===== src/rtl/slx_pkg.sv =====
`default_nettype none
package slx_pkg;

	localparam int OFFSET_BITS = 24;
	localparam int LENGTH_BITS = 16;
	localparam int KIND_BITS = 6;
	localparam int KW_COUNT = 18;
	localparam int QUEUE_DEPTH = 4;
	localparam int QUEUE_AW = 2;

	localparam logic [LENGTH_BITS-1:0] LEN_MAX = '1;

	localparam logic [KIND_BITS-1:0] K_STAR   = 6'd18;
	localparam logic [KIND_BITS-1:0] K_COMMA  = 6'd19;
	localparam logic [KIND_BITS-1:0] K_LPAREN = 6'd20;
	localparam logic [KIND_BITS-1:0] K_RPAREN = 6'd21;
	localparam logic [KIND_BITS-1:0] K_EQ     = 6'd22;
	localparam logic [KIND_BITS-1:0] K_GT     = 6'd23;
	localparam logic [KIND_BITS-1:0] K_LT     = 6'd24;
	localparam logic [KIND_BITS-1:0] K_GE     = 6'd25;
	localparam logic [KIND_BITS-1:0] K_LE     = 6'd26;
	localparam logic [KIND_BITS-1:0] K_NE     = 6'd27;
	localparam logic [KIND_BITS-1:0] K_IDENT  = 6'd28;
	localparam logic [KIND_BITS-1:0] K_INT    = 6'd29;
	localparam logic [KIND_BITS-1:0] K_STR    = 6'd30;
	localparam logic [KIND_BITS-1:0] K_END    = 6'd31;
	localparam logic [KIND_BITS-1:0] K_UNK    = 6'd32;

	// keyword text, first character in the top byte, zero padded
	localparam logic [47:0] KW_TEXT [KW_COUNT] = '{
		"CREATE", {"TABLE", 8'h00}, {"INDEX", 8'h00}, {"ON", 32'h0},
		"INSERT", {"INTO", 16'h0}, "VALUES", "SELECT",
		"UPDATE", "DELETE", {"SET", 24'h0}, {"JOIN", 16'h0},
		{"FROM", 16'h0}, {"INT", 24'h0}, {"TEXT", 16'h0}, {"WHERE", 8'h00},
		{"AND", 24'h0}, {"OR", 32'h0}
	};
	localparam logic [2:0] KW_LEN [KW_COUNT] = '{
		3'd6, 3'd5, 3'd5, 3'd2, 3'd6, 3'd4, 3'd6, 3'd6, 3'd6,
		3'd6, 3'd3, 3'd4, 3'd4, 3'd3, 3'd4, 3'd5, 3'd3, 3'd2
	};

	typedef struct packed {
		logic [KIND_BITS-1:0]   kind;
		logic [OFFSET_BITS-1:0] offset;
		logic [LENGTH_BITS-1:0] size;
	} tok_t;

	// tokens caused by one character: t0 always, t1 when two is set
	typedef struct packed {
		tok_t t0;
		tok_t t1;
		logic two;
	} rec_t;

	typedef struct packed {
		logic full;
		logic empty;
	} q_stat_t;

endpackage
`default_nettype wire


===== src/rtl/sql_token_lexer_top.sv =====
// Streaming SQL lexer, one character word per cycle while in_stall is low.
// Input channel: in_valid/in_stall with char_code and end_of_text. A word with
// end_of_text set flushes any pending token, emits an end token and restarts
// the character position at zero.
// Output channel: out_valid/out_stall with token_kind, token_offset,
// token_size and last_of_run; last_of_run marks the final token caused by one
// input word (a word can cause zero, one or two tokens).
// The first token of a word passes through the queue and then the output register
// to out_valid; a second token of the same word is presented once the first is taken.
// Throughput: one word per cycle while each word yields at most one token; the
// output register sends one token per cycle, so a two-token word needs a second
// output transfer. A four-entry queue between the lexing front end and the output
// stage absorbs that and any receiver stall; in_stall rises only when it is full.
// Reset: lexer idle, position zero, queue empty, out_valid low.
// While out_stall is high the presented token holds and the queue keeps filling.
`default_nettype none
module sql_token_lexer_top (
	input  wire logic                        clk,
	input  wire logic                        arst_n,
	input  wire logic                        in_valid,
	output logic                             in_stall,
	input  wire logic [7:0]                  char_code,
	input  wire logic                        end_of_text,
	output logic                             out_valid,
	input  wire logic                        out_stall,
	output logic [slx_pkg::KIND_BITS-1:0]    token_kind,
	output logic [slx_pkg::OFFSET_BITS-1:0]  token_offset,
	output logic [slx_pkg::LENGTH_BITS-1:0]  token_size,
	output logic                             last_of_run
);
	import slx_pkg::*;

	logic    push, pop;
	rec_t    push_rec, head;
	q_stat_t q_stat;

	slx_front u_front (
		.clk(clk),
		.arst_n(arst_n),
		.in_valid(in_valid),
		.in_stall(in_stall),
		.char_code(char_code),
		.end_of_text(end_of_text),
		.q_stat(q_stat),
		.push(push),
		.push_rec(push_rec)
	);

	slx_queue u_queue (
		.clk(clk),
		.arst_n(arst_n),
		.push(push),
		.push_rec(push_rec),
		.pop(pop),
		.head(head),
		.q_stat(q_stat)
	);

	slx_back u_back (
		.clk(clk),
		.arst_n(arst_n),
		.head(head),
		.q_stat(q_stat),
		.pop(pop),
		.out_valid(out_valid),
		.out_stall(out_stall),
		.token_kind(token_kind),
		.token_offset(token_offset),
		.token_size(token_size),
		.last_of_run(last_of_run)
	);

	// an end-of-text word always leaves a record in the queue
	a_eot_queued: assert property (@(posedge clk) disable iff (!arst_n)
		in_valid && !in_stall && end_of_text |=> !q_stat.empty)
		else $error("end-of-text word left no queued record");

	// the second token of a word follows right behind the first
	a_pair_follows: assert property (@(posedge clk) disable iff (!arst_n)
		out_valid && !out_stall && !last_of_run |=> out_valid)
		else $error("second token of a word did not follow");

	// never pop an empty queue
	a_no_underflow: assert property (@(posedge clk) disable iff (!arst_n)
		pop |-> !q_stat.empty)
		else $error("pop from empty queue");

endmodule
`default_nettype wire


===== src/rtl/slx_front.sv =====
`default_nettype none
module slx_front (
	input  wire logic               clk,
	input  wire logic               arst_n,
	input  wire logic               in_valid,
	output logic                    in_stall,
	input  wire logic [7:0]         char_code,
	input  wire logic               end_of_text,
	input  wire slx_pkg::q_stat_t   q_stat,
	output logic                    push,
	output slx_pkg::rec_t           push_rec
);
	import slx_pkg::*;

	localparam logic [2:0] M_IDLE  = 3'd0;
	localparam logic [2:0] M_IDENT = 3'd1;
	localparam logic [2:0] M_NUM   = 3'd2;
	localparam logic [2:0] M_STR   = 3'd3;
	localparam logic [2:0] M_GT    = 3'd4;
	localparam logic [2:0] M_LT    = 3'd5;
	localparam logic [2:0] M_BANG  = 3'd6;

	logic [2:0]             mode_q, nxt_mode;
	logic [5:0][7:0]        win_q, nxt_win;
	logic [LENGTH_BITS-1:0] run_len_q, nxt_len, len_inc;
	logic [OFFSET_BITS-1:0] run_start_q, nxt_start, pos_q, nxt_pos;
	logic                   e0_v, s_v, consumed, take;
	tok_t                   e0, s, fl;
	logic [7:0]             up;
	logic                   c_alpha, c_digit, c_space, c_word;

	function automatic logic [KIND_BITS-1:0] kw_lookup(input logic [5:0][7:0] w,
			input logic [LENGTH_BITS-1:0] n);
		logic [KIND_BITS-1:0] r;
		logic                 hit;
		r = K_IDENT;
		for (int k = KW_COUNT - 1; k >= 0; k--) begin
			hit = (n == LENGTH_BITS'(KW_LEN[k]));
			for (int i = 0; i < 6; i++) begin
				if (i < int'(KW_LEN[k]) && w[i] != KW_TEXT[k][47-8*i -: 8])
					hit = 1'b0;
			end
			if (hit)
				r = KIND_BITS'(k);
		end
		return r;
	endfunction

	assign c_alpha = (char_code >= "A" && char_code <= "Z") ||
		(char_code >= "a" && char_code <= "z");
	assign c_digit = char_code >= "0" && char_code <= "9";
	assign c_space = char_code == " " || (char_code >= 8'd9 && char_code <= 8'd13);
	assign c_word = c_alpha || c_digit || char_code == "_";
	assign up = (char_code >= "a" && char_code <= "z") ? char_code - 8'd32 : char_code;
	assign len_inc = (run_len_q == LEN_MAX) ? run_len_q : run_len_q + LENGTH_BITS'(1);

	// pending token as it stands if the run ends here
	always_comb begin
		fl.offset = run_start_q;
		fl.size = run_len_q;
		case (mode_q)
			M_IDENT: fl.kind = kw_lookup(win_q, run_len_q);
			M_NUM:   fl.kind = K_INT;
			M_GT: begin
				fl.kind = K_GT;
				fl.size = LENGTH_BITS'(1);
			end
			M_LT: begin
				fl.kind = K_LT;
				fl.size = LENGTH_BITS'(1);
			end
			M_BANG: begin
				fl.kind = K_UNK;
				fl.size = LENGTH_BITS'(1);
			end
			default: fl.kind = K_UNK;
		endcase
	end

	always_comb begin
		nxt_mode = mode_q;
		nxt_win = win_q;
		nxt_len = run_len_q;
		nxt_start = run_start_q;
		nxt_pos = pos_q + OFFSET_BITS'(1);
		e0_v = 1'b0;
		e0 = fl;
		s_v = 1'b0;
		s.kind = K_UNK;
		s.offset = pos_q;
		s.size = LENGTH_BITS'(1);
		consumed = 1'b0;
		if (end_of_text) begin
			e0_v = mode_q != M_IDLE;
			s_v = 1'b1;
			s.kind = K_END;
			s.size = '0;
			nxt_mode = M_IDLE;
			nxt_len = '0;
			nxt_pos = '0;
		end else begin
			case (mode_q)
				M_IDENT: begin
					if (c_word) begin
						if (run_len_q < LENGTH_BITS'(6))
							nxt_win[run_len_q[2:0]] = up;
						nxt_len = len_inc;
						consumed = 1'b1;
					end else begin
						e0_v = 1'b1;
					end
				end
				M_NUM: begin
					if (c_digit) begin
						nxt_len = len_inc;
						consumed = 1'b1;
					end else begin
						e0_v = 1'b1;
					end
				end
				M_STR: begin
					consumed = 1'b1;
					if (char_code == "'") begin
						e0_v = 1'b1;
						e0.kind = K_STR;
						nxt_mode = M_IDLE;
						nxt_len = '0;
					end else begin
						nxt_len = len_inc;
					end
				end
				M_GT, M_LT, M_BANG: begin
					e0_v = 1'b1;
					if (char_code == "=") begin
						consumed = 1'b1;
						e0.size = LENGTH_BITS'(2);
						e0.kind = (mode_q == M_GT) ? K_GE : ((mode_q == M_LT) ? K_LE : K_NE);
						nxt_mode = M_IDLE;
						nxt_len = '0;
					end
				end
				default: ;
			endcase
			if (!consumed) begin
				nxt_mode = M_IDLE;
				if (e0_v)
					nxt_len = '0;
				if (c_space) begin
				end else if (c_alpha || char_code == "_") begin
					nxt_mode = M_IDENT;
					nxt_start = pos_q;
					nxt_len = LENGTH_BITS'(1);
					nxt_win = '0;
					nxt_win[0] = up;
				end else if (c_digit) begin
					nxt_mode = M_NUM;
					nxt_start = pos_q;
					nxt_len = LENGTH_BITS'(1);
				end else begin
					case (char_code)
						"'": begin
							nxt_mode = M_STR;
							nxt_start = pos_q + OFFSET_BITS'(1);
							nxt_len = '0;
						end
						"*": begin
							s_v = 1'b1;
							s.kind = K_STAR;
						end
						",": begin
							s_v = 1'b1;
							s.kind = K_COMMA;
						end
						"(": begin
							s_v = 1'b1;
							s.kind = K_LPAREN;
						end
						")": begin
							s_v = 1'b1;
							s.kind = K_RPAREN;
						end
						"=": begin
							s_v = 1'b1;
							s.kind = K_EQ;
						end
						">": begin
							nxt_mode = M_GT;
							nxt_start = pos_q;
							nxt_len = LENGTH_BITS'(1);
						end
						"<": begin
							nxt_mode = M_LT;
							nxt_start = pos_q;
							nxt_len = LENGTH_BITS'(1);
						end
						"!": begin
							nxt_mode = M_BANG;
							nxt_start = pos_q;
							nxt_len = LENGTH_BITS'(1);
						end
						default: s_v = 1'b1;
					endcase
				end
			end
		end
	end

	assign in_stall = q_stat.full;
	assign take = in_valid && !q_stat.full;
	assign push = take && (e0_v || s_v);

	always_comb begin
		push_rec.t0 = e0_v ? e0 : s;
		push_rec.t1 = s;
		push_rec.two = e0_v && s_v;
	end

	always_ff @(posedge clk or negedge arst_n) begin
		if (!arst_n) begin
			mode_q <= M_IDLE;
			win_q <= '0;
			run_len_q <= '0;
			run_start_q <= '0;
			pos_q <= '0;
		end else if (take) begin
			mode_q <= nxt_mode;
			win_q <= nxt_win;
			run_len_q <= nxt_len;
			run_start_q <= nxt_start;
			pos_q <= nxt_pos;
		end
	end

endmodule
`default_nettype wire


===== src/rtl/slx_queue.sv =====
`default_nettype none
module slx_queue (
	input  wire logic             clk,
	input  wire logic             arst_n,
	input  wire logic             push,
	input  wire slx_pkg::rec_t    push_rec,
	input  wire logic             pop,
	output slx_pkg::rec_t         head,
	output slx_pkg::q_stat_t      q_stat
);
	import slx_pkg::*;

	rec_t                mem_q [QUEUE_DEPTH];
	logic [QUEUE_AW-1:0] wr_q, rd_q;
	logic [QUEUE_AW:0]   cnt_q;

	assign q_stat.full = cnt_q == (QUEUE_AW+1)'(QUEUE_DEPTH);
	assign q_stat.empty = cnt_q == '0;
	assign head = mem_q[rd_q];

	always_ff @(posedge clk) begin
		if (push)
			mem_q[wr_q] <= push_rec;
	end

	always_ff @(posedge clk or negedge arst_n) begin
		if (!arst_n) begin
			wr_q <= '0;
			rd_q <= '0;
			cnt_q <= '0;
		end else begin
			if (push)
				wr_q <= wr_q + QUEUE_AW'(1);
			if (pop)
				rd_q <= rd_q + QUEUE_AW'(1);
			if (push && !pop)
				cnt_q <= cnt_q + (QUEUE_AW+1)'(1);
			else if (pop && !push)
				cnt_q <= cnt_q - (QUEUE_AW+1)'(1);
		end
	end

endmodule
`default_nettype wire


===== src/rtl/slx_back.sv =====
`default_nettype none
module slx_back (
	input  wire logic                        clk,
	input  wire logic                        arst_n,
	input  wire slx_pkg::rec_t               head,
	input  wire slx_pkg::q_stat_t            q_stat,
	output logic                             pop,
	output logic                             out_valid,
	input  wire logic                        out_stall,
	output logic [slx_pkg::KIND_BITS-1:0]    token_kind,
	output logic [slx_pkg::OFFSET_BITS-1:0]  token_offset,
	output logic [slx_pkg::LENGTH_BITS-1:0]  token_size,
	output logic                             last_of_run
);
	import slx_pkg::*;

	logic oval_q, phase_q, load, last;
	tok_t tok_q, pick;

	assign load = !oval_q || !out_stall;
	assign pick = phase_q ? head.t1 : head.t0;
	assign last = phase_q || !head.two;
	assign pop = load && !q_stat.empty && last;

	always_ff @(posedge clk or negedge arst_n) begin
		if (!arst_n) begin
			oval_q <= 1'b0;
			phase_q <= 1'b0;
		end else if (load) begin
			oval_q <= !q_stat.empty;
			if (!q_stat.empty)
				phase_q <= !last;
		end
	end

	// payload: hold while stalled
	always_ff @(posedge clk) begin
		if (load && !q_stat.empty) begin
			tok_q <= pick;
			last_of_run <= last;
		end
	end

	assign out_valid = oval_q;
	assign token_kind = tok_q.kind;
	assign token_offset = tok_q.offset;
	assign token_size = tok_q.size;

endmodule
`default_nettype wire


===== config.mk =====
export PLATFORM = sky130hd
export DESIGN_NAME = sql_token_lexer_top
export DESIGN_NICKNAME = d
export VERILOG_FILES = /design/src/rtl/slx_pkg.sv /design/src/rtl/sql_token_lexer_top.sv /design/src/rtl/slx_front.sv /design/src/rtl/slx_queue.sv /design/src/rtl/slx_back.sv
export SDC_FILE = /design/constraint.sdc
export NUM_CORES = 1
export LEC_CHECK = 0
export BUFFER_PORTS_ARGS = -buffer_cell sky130_fd_sc_hd__clkbuf_2
export CAP_MARGIN = 10
export CORE_MARGIN = 3
export CORE_UTILIZATION = 57
export DETAILED_ROUTE_END_ITERATION = 8
export GPL_TIMING_DRIVEN = 1
export PLACE_DENSITY = 0.84
export SKIP_CTS_REPAIR_TIMING = 1
export SYNTH_ARGS = -nofsm -noshare
export SYNTH_HDL_FRONTEND = slang
export SYNTH_HIERARCHICAL = 1
export SYNTH_SLANG_ARGS = --single-unit
export TNS_END_PERCENT = 5

===== constraint.sdc =====
create_clock -name clk -period 4.6 [get_ports clk]
set_input_delay 0.69 -clock clk [delete_from_list [all_inputs] [get_ports clk]]
set_output_delay 0.69 -clock clk [all_outputs]
set_load 0.1 [all_outputs]

==> metrics.md <==
| Metric | Value |
|---|---|
| Area contributors post-synth | edfxtp_1 52%, dfrtp_1 13%, mux4_2 8.6% |
| Via Count | approximately 15,000 |
| Synthesized area | ~24,000 sq um |
| Sinks on Clock Net | 543 |
| Post-route cell area | roughly 27,000 sq um |
| Pin count of the biggest net entering global routing | 95 |
| R2R Path End | u_queue/cnt_q[2] |
| Crit Path Category | register to register |
| Post-DP Area | roughly 25,000 sq um |
| Worst Path Required | just over 5 ns |
| Max_cap viols | 0 |
| Num rows | 75 |
| Initial cell density of the core | 0.5794 |
| WL per Instance | 24.44 um |
| Dominant cell by count in the synthesized netlist | edfxtp_1 |
| Reg-to-reg slack, setup | ~0.77 ns |
| Core Box Area | 42,130 sq um |
| Peak VDD IR | about 0.45 mV |
| Router iterations before antenna repair | 6 |
| R2R cell count | 12 |
| CTS tree | yes |
| Layout area overhead | 11.00% |
| Drt via density | about 6.5 |
| Yosys cell types | 90 |
| Slew Limit Fails | 0 |
| Synth Area in XOR/XNOR | 0.01112 |
| # DRC | 0 |
| Non-Filler Instances | ~2,300 |
| Worst hold path class | primary input to asynchronous set/reset pin |
| Final Setup Violations | 0 |
| Run status | finished clean |
| Clk_skew | 0.04047 ns |
| I/O Pins | 62 |
| Syn Inst Count | ~1,600 |
| CP Capture Type | register |
| Synth async-reset ratio | 0.2284 |
| First-pass GRT wire length | a little under 90,000 um |
| GRT overflow | 0 |
| Die Area | approximately 45,000 sq um |
| Initial DRC Count | between 1,500 and 2,000 |
| Largest family of logic cells by synthesized area | multiplexers |
| RSZ-0062 raised after global routing | no |
| CP max FO | 17 |
| Synth Flop Type | edfxtp_1 |
| HPWL Detailed | around 35,000 um |
| Sequential cell area | ~16,000 sq um |
| R2r startpoint | u_front/mode_q[2] |
| CTS clock-pin slew for the worst setup and hold paths | ~0.060 ns |
| Final Wtd Congestion | 0.9502 |
| Ys Warns | 6 |
| Syn Area/Cell | ~15 sq um |
| Worst hold slack | about 0.21 ns |
| Crit path time final | 3.835 ns |
| Fill cell count | approximately 2,800 |
| CTS Buf Count | 53 |
| Multi-input logic area | slightly above 8000 sq um |
| Initial antenna violation count | 0 |
| Antenna Nets Post-Route | 0 |
| Leakage | 9.710 nW |
| Ant diodes | 0 |
| Final hold viol count | 0 |
| Synth area leader | edfxtp_1 |
| DIE WIDTH | approximately 210 um |
| CTS max path bufs | 3 |
| Flip-flop and latch count after synthesis | 543 |
| Post-synthesis mux area share | 0.1319 |
| Final Cycle Share | 0.8336 |
| Clock root cell | clkbuf_16 |
| EDFF count, synth | 419 |
| Fraction of the mapped netlist area in simple logic gates | 0.1027 |
| Chip height | about 210 um |
| Nets | 1,722 |
| Top-area cell type share of the netlist area | 0.5154 |
| DRT Wirelength | roughly 56,000 um |
| Crit start category | register |
| Worst skew pair latency | 0.61 ns |
| Layout cells sized above 1 | 0.2155 |
| Slew margin rel. | 0.3066 |
| Arrival @ worst endpoint | roughly 4.4 ns |
| Compound-Gate Fraction of Synth Area | 0.07385 |
| Max Clk Rate | 260.8 MHz |
| DP Cell Count | about 2,200 |
| Worst-Margin Slew | 1.026 ns |
| Overall global routing resource usage | 0.2501 |
| Sequential fraction of the synthesis area | 0.6425 |
| Adder-cell share of the synthesized area | 0.007483 |
| Depth of the CTS H-tree | 2 |
| Number of port buffers | 61 |
| Post-synth top cells | 419 x edfxtp_1, 126 x nand2_1, 124 x dfrtp_1, 93 x mux4_2, 84 x o21ai_0 |
| Power, Total | 16.70 mW |
| Vias in the first global route | 14,870 |
| Power Dens Cells | around 620 nW/um^2 |
| Final Util | 0.6431 |
-- sequential cells by signal, summed over array words and instances, names as in the netlist --
signal / flops
u_back/last_of_run: 1
u_back/out_valid: 1
u_back/phase_q: 1
u_back/token_kind: 6
u_back/token_offset: 24
u_back/token_size: 16
u_front/mode_q: 3
u_front/pos_q: 24
u_front/run_len_q: 16
u_front/run_start_q: 24
u_front/win_q: 48
u_queue/cnt_q: 3
u_queue/mem_q: 372
u_queue/rd_q: 2
u_queue/wr_q: 2
-- where the power goes --
part           total (mW)  switching, mW  internal, mW  leakage [nW]
Clock                4.36           1.79          2.57         0.869
Sequential           6.97          0.476          6.50          5.61
Combinational        5.37           3.55          1.82          3.23
Total                16.7           5.82          10.9          9.71
-- layer usage --
| layer | track usage | up-vias | share of wire |
|---|---|---|---|
| met2 | 0.4024 | 743 | 0.49 |
| met3 | 0.04364 | 146 | 0.082 |
| li1 | - | 6526 | - |
| met1 | 0.3549 | 7457 | 0.40 |
| met4 | 0.07777 | 0 | 0.031 |
| met5 | 0 | - | 0 |
-- layout by cell type, fill, tap and decap left out, types with 8 or more instances in the layout --
| cell type | n |
|---|---|
| edfxtp_1 | 419 |
| nand2_1 | 126 |
| dfrtp_1 | 121 |
| mux4_2 | 93 |
| o21ai_0 | 84 |
| nor2_1 | 68 |
| clkbuf_2 | 60 |
| clkbuf_16 | 53 |
| mux2_2 | 39 |
| and3_1 | 35 |
| nand4_1 | 34 |
| a22o_1 | 34 |
| buf_4 | 33 |
| nand3_1 | 33 |
| a21oi_1 | 32 |
| nor3_1 | 28 |
| a31oi_1 | 25 |
| mux2_4 | 24 |
| inv_1 | 23 |
| xnor2_1 | 21 |
| mux2_1 | 20 |
| conb_1 | 15 |
| clkbuf_1 | 13 |
| nor4_1 | 13 |
| o31ai_1 | 13 |
| nor4b_1 | 13 |
| ha_1 | 13 |
| and2_1 | 12 |
| nor3b_1 | 12 |
| buf_12 | 12 |
| nand2b_1 | 11 |
| mux2i_1 | 10 |
| and4_1 | 10 |
| xor2_1 | 10 |
| clkinv_2 | 9 |
| or3_1 | 9 |
| or4_1 | 8 |
-- worst max-delay path by stage --
| stage | from | to | cells after the start |
|---|---|---|---|
| 2_1_floorplan | char_code[3] | u_queue/mem_q[0][0] | 9 |
| 3_3_place_gp | char_code[1] | u_queue/cnt_q[2] | 13 |
| 3_5_place_dp | char_code[2] | u_queue/cnt_q[2] | 13 |
| 4_1_cts | u_front/mode_q[0] | u_queue/cnt_q[2] | 12 |
| 5_1_grt | u_front/mode_q[0] | u_queue/cnt_q[2] | 12 |
| 6_report | u_front/mode_q[2] | u_queue/cnt_q[2] | 12 |
-- worst max-delay path, stage by stage (launching register included) --
cell     delay [ns]
dfrtp_1        0.47
a21bo_2        0.51
o32ai_1        0.15
or3_1          0.52
nor2_1         0.25
a21oi_1        0.13
a21oi_1        0.55
ha_1           0.30
inv_1          0.06
fa_1           0.38
xor2_1         0.18
nor2_1         0.12
xor2_1         0.15
-- layout make-up --
class,count,area share
clock buffer,72,0.05379
clock inverter,28,0.01233
tap,539,0.02489
timing repair buffer,105,0.02909
inverter,24,0.003324
multi-input combinational,968,0.2974
sequential,543,0.5791
-- kinds of logic (layout without fill, tap and decap cells) --
| logic type | count (synthesis) | in the layout |
|---|---|---|
| AOI/OAI and AO/OA | 261 | 261 |
| buffers and inverters | 133 | 229 |
| adders and majority gates | 14 | 14 |
| and+or+nand+nor | 461 | 461 |
| xor gates and xnor gates | 31 | 31 |
| muxes | 186 | 186 |
| other | 1 | 15 |
| DFF | 543 | 543 |
-- per-stage QoR --
stage / TNS, ns / worst slack, ns
after global routing: 0 / 0.4827
final: 0 / 0.7653
after floorplan: -135.46 / -0.4848
after detailed placement: 0 / 0.4923
after global placement: 0 / 0.6337
after CTS: 0 / 0.7985
Note: power is estimated with default switching activity, not from simulation.
